<file path="config.mk">
export PLATFORM = sky130hd
export DESIGN_NAME = bnz_cell
export DESIGN_NICKNAME = d
export VERILOG_FILES = /design/src/design/bnz_pkg.sv /design/src/design/bnz_cell.sv
export SDC_FILE = /design/constraint.sdc
export NUM_CORES = 1
export LEC_CHECK = 0
export BUFFER_PORTS_ARGS = -buffer_cell sky130_fd_sc_hd__buf_2
export CORE_MARGIN = 2
export CORE_UTILIZATION = 41
export DETAILED_ROUTE_END_ITERATION = 16
export GPL_TIMING_DRIVEN = 0
export PLACE_DENSITY = 0.91
export SYNTH_ARGS = -nofsm -noshare
export SYNTH_HDL_FRONTEND = slang
export SYNTH_SLANG_ARGS = --single-unit
</file>
<file path="constraint.sdc">
create_clock -name i_clk -period 1.82 [get_ports i_clk]
set_clock_uncertainty 0.15 [all_clocks]
set_input_delay 0.182 -clock i_clk [delete_from_list [all_inputs] [get_ports i_clk]]
set_output_delay 0.182 -clock i_clk [all_outputs]
set_load 0.02 [all_outputs]
</file>
<file path="src/design/bnz_pkg.sv">
// ----------------------------------------------------------------------------
// bnz_pkg
// shared constants and types of the band neighbor z-score block
// ----------------------------------------------------------------------------
package bnz_pkg;

    localparam int MAX_ROWS    = 64;
    localparam int OFFSET_BITS = 16;
    localparam int RATIO_W     = 16;
    localparam int RAD_W       = 16;
    localparam int ROW_OUT_W   = 6;
    localparam int IDX_W       = $clog2(MAX_ROWS);
    localparam int CNT_W       = $clog2(MAX_ROWS + 1);
    localparam int SUM_W       = RATIO_W + CNT_W;
    localparam int SQ_W        = 2 * RATIO_W + CNT_W;
    localparam int SP_W        = 2 * SUM_W;
    localparam int BN_W        = SUM_W + 8;
    localparam int NN_W        = 2 * BN_W;
    localparam int NUM_W       = NN_W + 2;
    localparam int QW          = 35;
    localparam int DD_W        = CNT_W + 1;
    localparam int ROOT_W      = (QW + 1) / 2;
    localparam int SR_W        = ROOT_W + 1;
    localparam int ITER_W      = $clog2(QW + 1);
    localparam int DELTA_W     = 18;
    localparam int Z_W         = 16;

    localparam logic CFG_INNER = 1'b0;
    localparam logic CFG_OUTER = 1'b1;

    typedef struct packed {
        logic [OFFSET_BITS-1:0] offset;
        logic [RATIO_W-1:0]     ratio;
        logic                   valid;
    } t_row;

    typedef struct packed {
        logic [IDX_W-1:0] idx;
        logic             last;
        logic             ovf;
        logic [RATIO_W-1:0] v;
        logic [CNT_W-1:0] n;
        logic [SUM_W-1:0] sum;
        logic [SQ_W-1:0]  sumsq;
    } t_acc;

    typedef enum logic [1:0] {
        ST_LOAD,
        ST_SWEEP,
        ST_DRAIN
    } t_ctl_state;

    typedef enum logic [2:0] {
        SC_IDLE,
        SC_MUL,
        SC_DIFF,
        SC_SQR,
        SC_SETUP,
        SC_DIV,
        SC_SQRT,
        SC_OUT
    } t_sc_state;

endpackage

</file>
<file path="src/design/bnz_cell.sv">
// ----------------------------------------------------------------------------
// bnz_cell
// one stored row of the ring, loaded in place and rotated to its neighbor
// ----------------------------------------------------------------------------
module bnz_cell import bnz_pkg::*; (
    input  logic i_clk,
    input  logic i_rst_n,
    input  logic i_load,
    input  t_row i_load_row,
    input  logic i_shift,
    input  t_row i_next,
    input  logic i_clear,
    output t_row o_row
);

    logic                   r_valid;
    logic [OFFSET_BITS-1:0] r_offset;
    logic [RATIO_W-1:0]     r_ratio;

    always_ff @(posedge i_clk) begin
        if (!i_rst_n) begin
            r_valid <= 1'b0;
        end else if (i_clear) begin
            r_valid <= 1'b0;
        end else if (i_load) begin
            r_valid <= i_load_row.valid;
        end else if (i_shift) begin
            r_valid <= i_next.valid;
        end
    end

    always_ff @(posedge i_clk) begin
        if (i_load) begin
            r_offset <= i_load_row.offset;
            r_ratio  <= i_load_row.ratio;
        end else if (i_shift) begin
            r_offset <= i_next.offset;
            r_ratio  <= i_next.ratio;
        end
    end

    assign o_row.offset = r_offset;
    assign o_row.ratio  = r_ratio;
    assign o_row.valid  = r_valid;

endmodule

</file>
==> impl_metrics.yaml <==
status:
  outcome: "complete, no violations"
setup_path:
  crit_family: "simple AND/OR/NAND/NOR gates"
  cp_cell_sequence: "buf_6, buf_6, or2_2"
  arrival_ns: 1.08
  end_kind: "flop"
  rr_startpoint: "r_valid$_SDFFE_PP0P_"
  critPathLaunchType: "input pin"
  crit_start: "i_load"
  worstPathRequired_ns: 1.57
  crit_cells: 3
  max_stage_delay_ns: 0.61
  path_common_cell: "buf_6"
  cpMaxStageDelayCell: "or2_2"
  worst-path-buf-inv: 2
  r2r_cells: 2
  critPathMaxFanout: 32
  worstSetupPathType: "in -> reg"
timing:
  fin_tns_setup_ns: 0
  hold_violations: 0
  slew-limit-headroom_pct: 52.1
  rsz0062_at_grt: "no"
  setup_violations: 0
  min_period_ns: 1.33
  tightest_slew_ns: 0.718
  max_freq_mhz: 753
  fin_crit_sh_pct: 73.0
  worst_slack_ns: 0.492
  slew_violations: 0
global_route:
  grt_pass1_vias: 1078
  antenna_found_initial: 0
  grtUsageMet3_pct: 5.28
  grtUsageMet2_pct: 28.4
  grt_pass1_wl_um: 4500
  overflow: 0
  top_usage_layer: "met2"
  track_usage_pct: 14.3
  grt_start_max_net_pins: 33
  use_met1_pct: 12.7
final_layout:
  nFillCells: 276
  final_area_mm2: 0.00223
  fin_cells: 235
  fin_nets: 257
  n_antenna_cell: 0
  syn_to_final_growth_pct: 42.3
  drive_gt1_share_pct: 79.7
  utilization_pct: 60.9
synth:
  ys_top_cells_by_count: "edfxtp_1, mux2_4, buf_6"
  synth_cell_types: 11
  ys_warn_count: 0
  yosysSeqAreaShare_pct: 62.6
  syn-cell-area_mm2: 0.00157
  postSynthCellCount: 76
  synthArstFlopShare_pct: 0
  synth_flop_cell: "edfxtp_1"
  synth_edf_count: 32
  ys_ff_latch: 33
  synth_most_common_cell: "edfxtp_1"
  synth_area_per_cell_um2: 20.6
  synth_top_area_share_pct: 61.3
  synth_fp_nets: 147
  yosys-top-cells-area: "edfxtp_1, mux2_4, buf_6"
  yosys.area.top_type: "edfxtp_1"
placement:
  place_inst: 226
  port_buffers: 102
  placed_area_mm2: 0.00214
  dp_hpwl_um: 2420
  routabilityCongestion: 0.667
  place_ws_ns: 0.175
clocking:
  clock-root-buffer: "clkbuf_8"
  cts_buffers: 5
  cts_buffer_depth: 2
  cts.sink_count: 33
  clk_pin_slew_worst_paths_ns: 0.06
  clock_latency_ns: 0.27
  cts_tree: "yes"
  cts.htree.levels: 2
  ctsResizeCount: 0
floorplan:
  start_util_pct: 42.8
  rows: 22
  dieWidth_um: 65.8
  die-area_mm2: 0.00433
  die_h_um: 65.8
  ios: 104
  core_mm2: 0.00366
hold_path:
  hold_depth: 3
  hp-class: "in -> reg"
  min_from: "i_rst_n"
route:
  avgViaCountPerCell: 4.45
  drc: 0
  routed_wirelength_um: 3050
  via_count: 1046
  avgRoutedWirePerCell_um: 13.0
  dr.pass1.iters: 3
  antenna_left: 0
  drt_iter0_drc: 27
job:
  drv_cap: 0
power:
  power.density_mw_per_mm2: 836
  ir_worst_vdd_uv: 508
  p_leak_nw: 1.09
==> what timing repair did <==
item	in CTS	in global routing
hold buffers	1	0
setup buffers	0	0
hold endpoints to repair	1	0
==> worst paths after layout <==
path / end / slack (ns)
setup / recovery: r_offset[0]$_DFFE_PP_ / 0.49
hold / removal: r_valid$_SDFFE_PP0P_ / 0.02
setup reg to reg: r_valid$_SDFFE_PP0P_ / 0.82
hold reg to reg: r_valid$_SDFFE_PP0P_ / 0.51
==> layer usage <==
metal  routed length [um]  up-vias
li1                     -      509
met1                 1050      469
met2                 1690       63
met3                  287        5
met4                   32        0
met5                    0        -
==> placed cells by master (no fill, tap or decap) <==
master           n
clkinv_2         2
dlygate4sd3_1    1
mux2_2           3
buf_6            4
inv_1            2
a2111oi_4        1
clkbuf_1         1
buf_2          102
buf_4            1
or2_2            1
mux2i_1          1
edfxtp_1        32
dfxtp_1          1
nor2b_4          1
mux2_4          29
clkbuf_8         5
==> worst min-delay path, cell delays in order <==
cell       delay, ns
buf_2           0.10
inv_1           0.08
a2111oi_4       0.04
==> layout make-up <==
| class | instances | area [um^2] | share of cell area [%] |
|---|---|---|---|
| buffer | 5 | 52.6 | 2.36 |
| clock buffer | 6 | 72.6 | 3.25 |
| clock inverter | 2 | 10.0 | 0.449 |
| inverter | 2 | 7.51 | 0.337 |
| multi-input combinational | 36 | 527 | 23.6 |
| sequential | 33 | 981 | 44.0 |
| tap | 48 | 60.1 | 2.69 |
| timing repair buffer | 103 | 520 | 23.3 |
==> stage by stage <==
step           hold WS (ns)  power (mW)
2_1_floorplan         0.107        1.21
6_report             0.0230        1.86
3_3_place_gp          0.231        1.36
4_1_cts             0.00621        1.89
3_5_place_dp          0.231        1.38
5_1_grt              0.0237        1.95
==> where the power goes <==
part	internal [mW]	total [mW]	leakage (nW)	switching [mW]
clock network	0.264	0.508	0.0450	0.244
registers	0.928	0.947	0.334	0.0191
logic	0.201	0.409	0.714	0.208
==> registers in the layout (all words and copies together) (netlist names) <==
| name | flops |
|---|---|
| r_valid | 1 |
| r_offset | 16 |
| r_ratio | 16 |
==> kinds of logic (layout without fill, tap and decap cells) <==
kind of cell / Yosys count / in the layout / synth area share [%]
compound gates: 1 / 1 / 1.76
simple gates: 2 / 2 / 1.28
flops: 33 / 33 / 62.6
buf+inv: 7 / 118 / 3.83
mux: 33 / 33 / 30.6
Power figures use the tool's default switching activity.
