==> config.mk <==
export PLATFORM = sky130hd
export DESIGN_NAME = bnz_score
export DESIGN_NICKNAME = d
export VERILOG_FILES = /design/src/design/bnz_pkg.sv /design/src/design/bnz_score.sv
export SDC_FILE = /design/constraint.sdc
export NUM_CORES = 2
export LEC_CHECK = 0
export ABC_AREA = 1
export BUFFER_PORTS_ARGS = -buffer_cell sky130_fd_sc_hd__buf_2
export CORE_ASPECT_RATIO = 0.75
export CORE_MARGIN = 2
export CORE_UTILIZATION = 45
export CTS_CLUSTER_DIAMETER = 200
export DETAILED_ROUTE_END_ITERATION = 8
export SLEW_MARGIN = 20
export SYNTH_ARGS = -nofsm -noshare
export SYNTH_HDL_FRONTEND = slang
export SYNTH_SLANG_ARGS = --single-unit
==> constraint.sdc <==
create_clock -name i_clk -period 11.1 [get_ports i_clk]
set_input_delay 2.22 -clock i_clk [delete_from_list [all_inputs] [get_ports i_clk]]
set_output_delay 2.22 -clock i_clk [all_outputs]
set_load 0.1 [all_outputs]
==> src/design/bnz_pkg.sv <==
// ----------------------------------------------------------------------------
// bnz_pkg
// shared constants and types of the band neighbor z-score block
// ----------------------------------------------------------------------------
package bnz_pkg;

    localparam int MAX_ROWS    = 64;
    localparam int OFFSET_BITS = 16;
    localparam int RATIO_W     = 16;
    localparam int RAD_W       = 16;
    localparam int ROW_OUT_W   = 6;
    localparam int IDX_W       = $clog2(MAX_ROWS);
    localparam int CNT_W       = $clog2(MAX_ROWS + 1);
    localparam int SUM_W       = RATIO_W + CNT_W;
    localparam int SQ_W        = 2 * RATIO_W + CNT_W;
    localparam int SP_W        = 2 * SUM_W;
    localparam int BN_W        = SUM_W + 8;
    localparam int NN_W        = 2 * BN_W;
    localparam int NUM_W       = NN_W + 2;
    localparam int QW          = 35;
    localparam int DD_W        = CNT_W + 1;
    localparam int ROOT_W      = (QW + 1) / 2;
    localparam int SR_W        = ROOT_W + 1;
    localparam int ITER_W      = $clog2(QW + 1);
    localparam int DELTA_W     = 18;
    localparam int Z_W         = 16;

    localparam logic CFG_INNER = 1'b0;
    localparam logic CFG_OUTER = 1'b1;

    typedef struct packed {
        logic [OFFSET_BITS-1:0] offset;
        logic [RATIO_W-1:0]     ratio;
        logic                   valid;
    } t_row;

    typedef struct packed {
        logic [IDX_W-1:0] idx;
        logic             last;
        logic             ovf;
        logic [RATIO_W-1:0] v;
        logic [CNT_W-1:0] n;
        logic [SUM_W-1:0] sum;
        logic [SQ_W-1:0]  sumsq;
    } t_acc;

    typedef enum logic [1:0] {
        ST_LOAD,
        ST_SWEEP,
        ST_DRAIN
    } t_ctl_state;

    typedef enum logic [2:0] {
        SC_IDLE,
        SC_MUL,
        SC_DIFF,
        SC_SQR,
        SC_SETUP,
        SC_DIV,
        SC_SQRT,
        SC_OUT
    } t_sc_state;

endpackage

==> src/design/bnz_score.sv <==
// ----------------------------------------------------------------------------
// bnz_score
// turns one row's neighbor sums into delta and z-score, bit-serial divide
// and square root
// ----------------------------------------------------------------------------
module bnz_score import bnz_pkg::*; (
    input  logic                       i_clk,
    input  logic                       i_rst_n,
    input  logic                       i_start,
    input  t_acc                       i_acc,
    output logic                       o_ready,
    output logic                       o_result_valid,
    output logic [ROW_OUT_W-1:0]       o_row_index,
    output logic signed [DELTA_W-1:0]  o_delta_value,
    output logic signed [Z_W-1:0]      o_z_score,
    output logic [ROW_OUT_W-1:0]       o_neighbor_total,
    output logic                       o_final_result,
    output logic                       o_overflow_flag
);

    t_sc_state r_st, n_st;
    logic [ITER_W-1:0] r_iter, n_iter;
    logic r_valid;

    t_acc r_acc;
    logic [SUM_W-1:0]  r_vn;
    logic [SP_W-1:0]   r_nsq;
    logic [SP_W-1:0]   r_sum2;
    logic              r_neg;
    logic [SUM_W-1:0]  r_mag;
    logic [SP_W-1:0]   r_spread;
    logic [NN_W-1:0]   r_nn;
    logic [SUM_W:0]    r_dnum;
    logic [DD_W-1:0]   r_dden;
    logic              r_sat;
    logic              r_zero;
    logic [SP_W:0]     r_rem;
    logic [QW-1:0]     r_qsh;
    logic [QW-1:0]     r_q;
    logic [DD_W:0]     r_drem;
    logic [QW-1:0]     r_dsh;
    logic [QW-1:0]     r_dq;
    logic [QW:0]       r_ssrc;
    logic [SR_W-1:0]   r_srem;
    logic [ROOT_W-1:0] r_root;

    logic [NUM_W-1:0]    w_numer;
    logic [SP_W+QW-1:0]  w_lim;
    logic [BN_W-1:0]     w_bign;
    logic [SP_W:0]       w_t;
    logic [DD_W:0]       w_td;
    logic [SR_W+1:0]     w_r2;
    logic [SR_W+1:0]     w_trial;
    logic [ROOT_W:0]     w_rp1;
    logic [ROOT_W-1:0]   w_zm;
    logic [DELTA_W-1:0]  w_dm;
    logic signed [Z_W-1:0]     w_z;
    logic signed [DELTA_W-1:0] w_delta;

    assign w_bign  = {r_mag, 8'b0};
    assign w_numer = {r_nn, 2'b00};
    assign w_lim   = {r_spread, {QW{1'b0}}};
    assign w_t     = {r_rem[SP_W-1:0], r_qsh[QW-1]};
    assign w_td    = {r_drem[DD_W-1:0], r_dsh[QW-1]};
    assign w_r2    = {r_srem, r_ssrc[QW:QW-1]};
    assign w_trial = (SR_W+2)'({r_root, 2'b01});
    assign w_rp1   = (ROOT_W+1)'(r_root) + 1'b1;
    assign w_zm    = w_rp1[ROOT_W:1];
    assign w_dm    = r_dq[DELTA_W-1:0];

    always_comb begin
        if (r_acc.n == '0) begin
            w_delta = '0;
        end else if (r_neg) begin
            w_delta = -$signed(w_dm);
        end else begin
            w_delta = $signed(w_dm);
        end
        if (r_acc.n == '0 || r_zero) begin
            w_z = '0;
        end else if (r_neg) begin
            if (r_sat || w_zm > ROOT_W'(32768)) begin
                w_z = 16'sh8000;
            end else begin
                w_z = -$signed(Z_W'(w_zm));
            end
        end else begin
            if (r_sat || w_zm > ROOT_W'(32767)) begin
                w_z = 16'sh7fff;
            end else begin
                w_z = $signed(Z_W'(w_zm));
            end
        end
    end

    always_comb begin
        n_st   = r_st;
        n_iter = r_iter;
        case (r_st)
            SC_IDLE:  if (i_start) n_st = SC_MUL;
            SC_MUL:   n_st = SC_DIFF;
            SC_DIFF:  n_st = SC_SQR;
            SC_SQR:   n_st = SC_SETUP;
            SC_SETUP: begin
                n_st   = SC_DIV;
                n_iter = '0;
            end
            SC_DIV: begin
                n_iter = r_iter + 1'b1;
                if (r_iter == ITER_W'(QW - 1)) begin
                    n_st   = SC_SQRT;
                    n_iter = '0;
                end
            end
            SC_SQRT: begin
                n_iter = r_iter + 1'b1;
                if (r_iter == ITER_W'(ROOT_W)) begin
                    n_st = SC_OUT;
                end
            end
            SC_OUT:   n_st = SC_IDLE;
            default:  n_st = SC_IDLE;
        endcase
    end

    always_ff @(posedge i_clk) begin
        if (!i_rst_n) begin
            r_st    <= SC_IDLE;
            r_iter  <= '0;
            r_valid <= 1'b0;
        end else begin
            r_st    <= n_st;
            r_iter  <= n_iter;
            r_valid <= (r_st == SC_OUT);
        end
    end

    always_ff @(posedge i_clk) begin
        case (r_st)
            SC_IDLE: begin
                if (i_start) r_acc <= i_acc;
            end
            SC_MUL: begin
                r_vn   <= SUM_W'(r_acc.v * r_acc.n);
                r_nsq  <= SP_W'(r_acc.sumsq * r_acc.n);
                r_sum2 <= r_acc.sum * r_acc.sum;
            end
            SC_DIFF: begin
                r_neg    <= (r_vn < r_acc.sum);
                r_mag    <= (r_vn < r_acc.sum) ? r_acc.sum - r_vn : r_vn - r_acc.sum;
                r_spread <= r_nsq - r_sum2;
            end
            SC_SQR: begin
                r_nn   <= w_bign * w_bign;
                r_dnum <= {r_mag, 1'b0} + (SUM_W+1)'(r_acc.n);
                r_dden <= {r_acc.n, 1'b0};
            end
            SC_SETUP: begin
                r_sat  <= ((SP_W+QW)'(w_numer) >= w_lim);
                r_zero <= (r_spread == '0);
                r_rem  <= (SP_W+1)'(w_numer[NUM_W-1:QW]);
                r_qsh  <= w_numer[QW-1:0];
                r_q    <= '0;
                r_drem <= '0;
                r_dsh  <= QW'(r_dnum);
                r_dq   <= '0;
            end
            SC_DIV: begin
                if (w_t >= {1'b0, r_spread}) begin
                    r_rem <= w_t - {1'b0, r_spread};
                    r_q   <= {r_q[QW-2:0], 1'b1};
                end else begin
                    r_rem <= w_t;
                    r_q   <= {r_q[QW-2:0], 1'b0};
                end
                r_qsh <= {r_qsh[QW-2:0], 1'b0};
                if (w_td >= {1'b0, r_dden}) begin
                    r_drem <= w_td - {1'b0, r_dden};
                    r_dq   <= {r_dq[QW-2:0], 1'b1};
                end else begin
                    r_drem <= w_td;
                    r_dq   <= {r_dq[QW-2:0], 1'b0};
                end
                r_dsh <= {r_dsh[QW-2:0], 1'b0};
                if (r_iter == ITER_W'(QW - 1)) begin
                    r_srem <= '0;
                    r_root <= '0;
                end
            end
            SC_SQRT: begin
                if (r_iter == '0) begin
                    r_ssrc <= {1'b0, r_q};
                end
                if (r_iter != '0) begin
                    if (w_r2 >= w_trial) begin
                        r_srem <= SR_W'(w_r2 - w_trial);
                        r_root <= {r_root[ROOT_W-2:0], 1'b1};
                    end else begin
                        r_srem <= SR_W'(w_r2);
                        r_root <= {r_root[ROOT_W-2:0], 1'b0};
                    end
                    r_ssrc <= {r_ssrc[QW-2:0], 2'b00};
                end
            end
            default: begin
            end
        endcase
    end

    always_ff @(posedge i_clk) begin
        if (r_st == SC_OUT) begin
            o_row_index      <= ROW_OUT_W'(r_acc.idx);
            o_delta_value    <= w_delta;
            o_z_score        <= w_z;
            o_neighbor_total <= ROW_OUT_W'(r_acc.n);
            o_final_result   <= r_acc.last;
            o_overflow_flag  <= r_acc.ovf;
        end
    end

    assign o_ready        = (r_st == SC_IDLE);
    assign o_result_valid = r_valid;

endmodule

==> metrics.md <==
| Metric | Value |
|---|---|
| Clock Latency Late Sink | 720 ps |
| Post-Syn Area | 79,100 sq um |
| Critical hold path startpoint | r_acc[88] |
| Endpoint with the worst hold slack | o_row_index[1] |
| Hold buffer count at cts | 0 |
| Sequential area share after synthesis | 24.3% |
| Layout overhead on the synthesized area | 7.46% |
| Post-Syn Area per Cell | 8.42 sq um |
| Final HPWL from detailed placement | 183,000 um |
| Area of the multi-input gates | 50,700 sq um |
| Endpoint of the worst register-to-register path | r_sum2[38] |
| CP Data Arrival Time | 7760 ps |
| Launch instance of the worst register-to-register path | r_acc[56] |
| Worst Max-Slew Pin Slew | 1180 ps |
| Reg2Reg Depth | 21 |
| Number of input and output port buffers inserted | 145 |
| Global-route wire length before repair | 359,000 um |
| GRT Util Overall | 25.6% |
| Share of post-route cells with drive strength above 1 | 4.13% |
| Vias in the first global route | 62,900 |
| Largest net degree at the start of global routing | 74 |
| Filler Cell Count | 17,000 |
| Via count | 61,600 |
| Post-synthesis net count | 11,200 |
| Vias per Instance | 5.18 |
| # Post-CTS Setup Buffers | 0 |
| Routability-driven placement congestion ratio | 0.960 |
| Minimum clock period after layout | 7330 ps |
| Nets@finish | 11,300 |
| First-pass detailed-route iteration total | 6 |
| Number of hold violations in the final report | 0 |
| Share of the cycle needed by the critical path after routing | 66.0% |
| CTS HTree Levels | 3 |
| Number of remaining DRC errors | 0 |
| Area of the die | 179,000 sq um |
| Timing-limited maximum frequency | 0.136 GHz |
| Data required time at the worst endpoint | 11,530 ps |
| ANT nets after route | 0 |
| Antenna violations before repair | 0 |
| First-iteration detailed-routing DRC count | 5,212 |
| Number of violations of the max-capacitance limit | 0 |
| CP Class | reg -> reg |
| Outcome | complete, no violations |
| Async S/R FF share, synth | 0% |
| Number of warning messages in the yosys log | 0 |
| Synthesized netlist cell count | 9,396 |
| Post-CTS sizing | 0 |
| Die Span Y | 367 um |
| Commonest non-fill, non-tap cells in the layout | sky130_fd_sc_hd__inv_1 (2,224), sky130_fd_sc_hd__nand2_1 (2,088), sky130_fd_sc_hd__fa_1 (1,028) |
| Floorplan row count | 133 |
| Number of buffers created by CTS | 74 |
| Max Transition Viols Final | 0 |
| Critical path fanouts, max | 24 |
| Rel. slew slack | 21.6% |
| Type of the tightest min-delay check | reg -> reg |
| Total negative setup slack | 0 ps |
| Post-synth EDFFs | 634 |
| Setup repair after global routing missed its margin | false |
| Register bit count reported by yosys | 644 |
| Kind of launch point of the worst setup path | register |
| Mean routed wirelength per cell | 18.9 um |
| CTS tree | built |
| Clock transition at the register clock pins on the worst setup and hold paths after CTS | 60 ps |
| Number of buffers on the longest clock path | 3 |
| Final setup vio count | 0 |
| Setup slack of the worst register-to-register path | 3770 ps |
| Core area | 175,000 sq um |
| Area occupied by registers | 19,200 sq um |
| Setup Skew | 44.2 ps |
| Cell depth of the worst hold path | 0 |
| Clk root buf | sky130_fd_sc_hd__clkbuf_16 |
| CTS sink cnt | 644 |
| Primary flip-flop cell chosen by synthesis mapping | sky130_fd_sc_hd__edfxtp_1 |
| Horizontal die dimension | 488 um |
| Number of top-level design ports | 146 |
| Most frequent standard cell in the layout excluding fill and tap cells | sky130_fd_sc_hd__inv_1 |
| Initial standard-cell utilization of the core | 45.2% |
| Final routed wirelength across all metal layers | 224,000 um |
| Count of different cell masters after synthesis | 59 |
| Worst Setup End Kind | register |
| Total global routing overflow | 0 |
[layout make-up]
class | instances | area share (%)
antenna | 2 | 0.00589
clock buffer | 92 | 2.31
clock inverter | 41 | 0.568
inverter | 2231 | 9.86
multi-input combinational | 6311 | 59.6
sequential | 644 | 22.6
tap | 2362 | 3.48
timing repair buffer | 217 | 1.50
[critical path, stage by stage, from the launching register on]
cell and delay, ps:
sky130_fd_sc_hd__edfxtp_1 1130, sky130_fd_sc_hd__nand2_1 190, sky130_fd_sc_hd__fa_1 650, sky130_fd_sc_hd__inv_1 80
sky130_fd_sc_hd__fa_1 530, sky130_fd_sc_hd__inv_1 50, sky130_fd_sc_hd__fa_1 500, sky130_fd_sc_hd__inv_1 60
sky130_fd_sc_hd__fa_1 550, sky130_fd_sc_hd__fa_1 430, sky130_fd_sc_hd__fa_1 490, sky130_fd_sc_hd__inv_1 50
sky130_fd_sc_hd__fa_1 470, sky130_fd_sc_hd__inv_1 40, sky130_fd_sc_hd__ha_1 340, sky130_fd_sc_hd__inv_1 200
sky130_fd_sc_hd__o21bai_1 130, sky130_fd_sc_hd__a21oi_1 220, sky130_fd_sc_hd__o21ai_0 200, sky130_fd_sc_hd__a211oi_1 440
sky130_fd_sc_hd__nand3_1 160, sky130_fd_sc_hd__xor2_1 180
[cells in the mapped netlist, drive strengths merged (3+ instances only)]
cell type / count / area share [%]
ha: 660 / 10
o21a: 17 / 0.16
o211ai: 15 / 0.14
buf: 39 / 0.25
a211oi: 13 / 0.12
a21o: 49 / 0.47
a31oi: 56 / 0.44
nand3: 247 / 1.7
o21bai: 47 / 0.45
edfxtp: 634 / 24
nor2: 679 / 3.3
dfxtp: 10 / 0.25
inv: 2230 / 11
o2111ai: 3 / 0.033
nand2: 2101 / 10
xor2: 195 / 2.2
nor4: 44 / 0.35
o221ai: 8 / 0.089
clkbuf: 171 / 0.81
xnor2: 106 / 1.2
nand4: 76 / 0.61
nand3b: 10 / 0.095
and3: 8 / 0.063
nor3: 73 / 0.46
a21oi: 451 / 2.9
o21ai: 375 / 2.4
or2: 6 / 0.047
a21boi: 29 / 0.28
fa: 1028 / 26
[how the worst max path moves through the flow]
stage	start	to	slack [ps]	cells after the start
floorplan	i_start	r_acc[0]	1900	2
finish	r_acc[56]	r_sum2[38]	3770	21
global placement	r_acc[46]	r_sum2[38]	3980	21
CTS	r_acc[56]	r_sum2[38]	3940	21
global route	r_acc[56]	r_sum2[38]	3530	21
detailed placement	r_acc[56]	r_sum2[38]	3950	21
[per-stage QoR]
stage	utilization (%)	instances	hold WS, ps	instance area (sq um)	setup WS, ps
after floorplan	-	9396	400	79100	1900
after global placement	47.2	11800	401	82500	3980
after detailed placement	47.2	11800	406	82500	3950
after CTS	48.6	11900	418	85000	3940
after global routing	48.6	11900	424	85000	3530
final	48.6	11900	416	85000	3770
[sequential cells by signal (all words and copies together) (netlist names), 3 cells and up]
| register | flops |
|---|---|
| o_delta_value | 18 |
| o_neighbor_total | 6 |
| o_row_index | 6 |
| o_z_score | 16 |
| r_acc | 93 |
| r_dden | 6 |
| r_dnum | 24 |
| r_dq | 18 |
| r_drem | 8 |
| r_dsh | 35 |
| r_iter | 6 |
| r_mag | 23 |
| r_nn | 45 |
| r_nsq | 46 |
| r_q | 35 |
| r_qsh | 17 |
| r_rem | 46 |
| r_root | 18 |
| r_spread | 46 |
| r_srem | 19 |
| r_ssrc | 36 |
| r_st | 3 |
| r_sum2 | 45 |
| r_vn | 23 |
[kinds of logic after synthesis]
kind of cell             Yosys count  synth area share [%]
multiplexers                       3                0.0411
adder cells (fa/ha/maj)         1688                  36.5
flip-flops                       644                  24.3
AO/OA/AOI/OAI                   1069                  7.48
XOR/XNOR                         301                  3.33
buffers and inverters           2441                  11.6
AND/OR/NAND/NOR                 3250                  16.7
[routing by layer]
metal	share of wire [%]	global-route usage (%)	vias up
met2	42	38.0	2022
li1	-	-	29200
met1	48	39.1	30200
met4	2.1	5.31	0
met3	7.3	3.95	237
met5	0	0	-
Power is left out: the tool's default activity adds up to more than one toggle a clock period on the data nets, which glitch-free logic cannot reach.
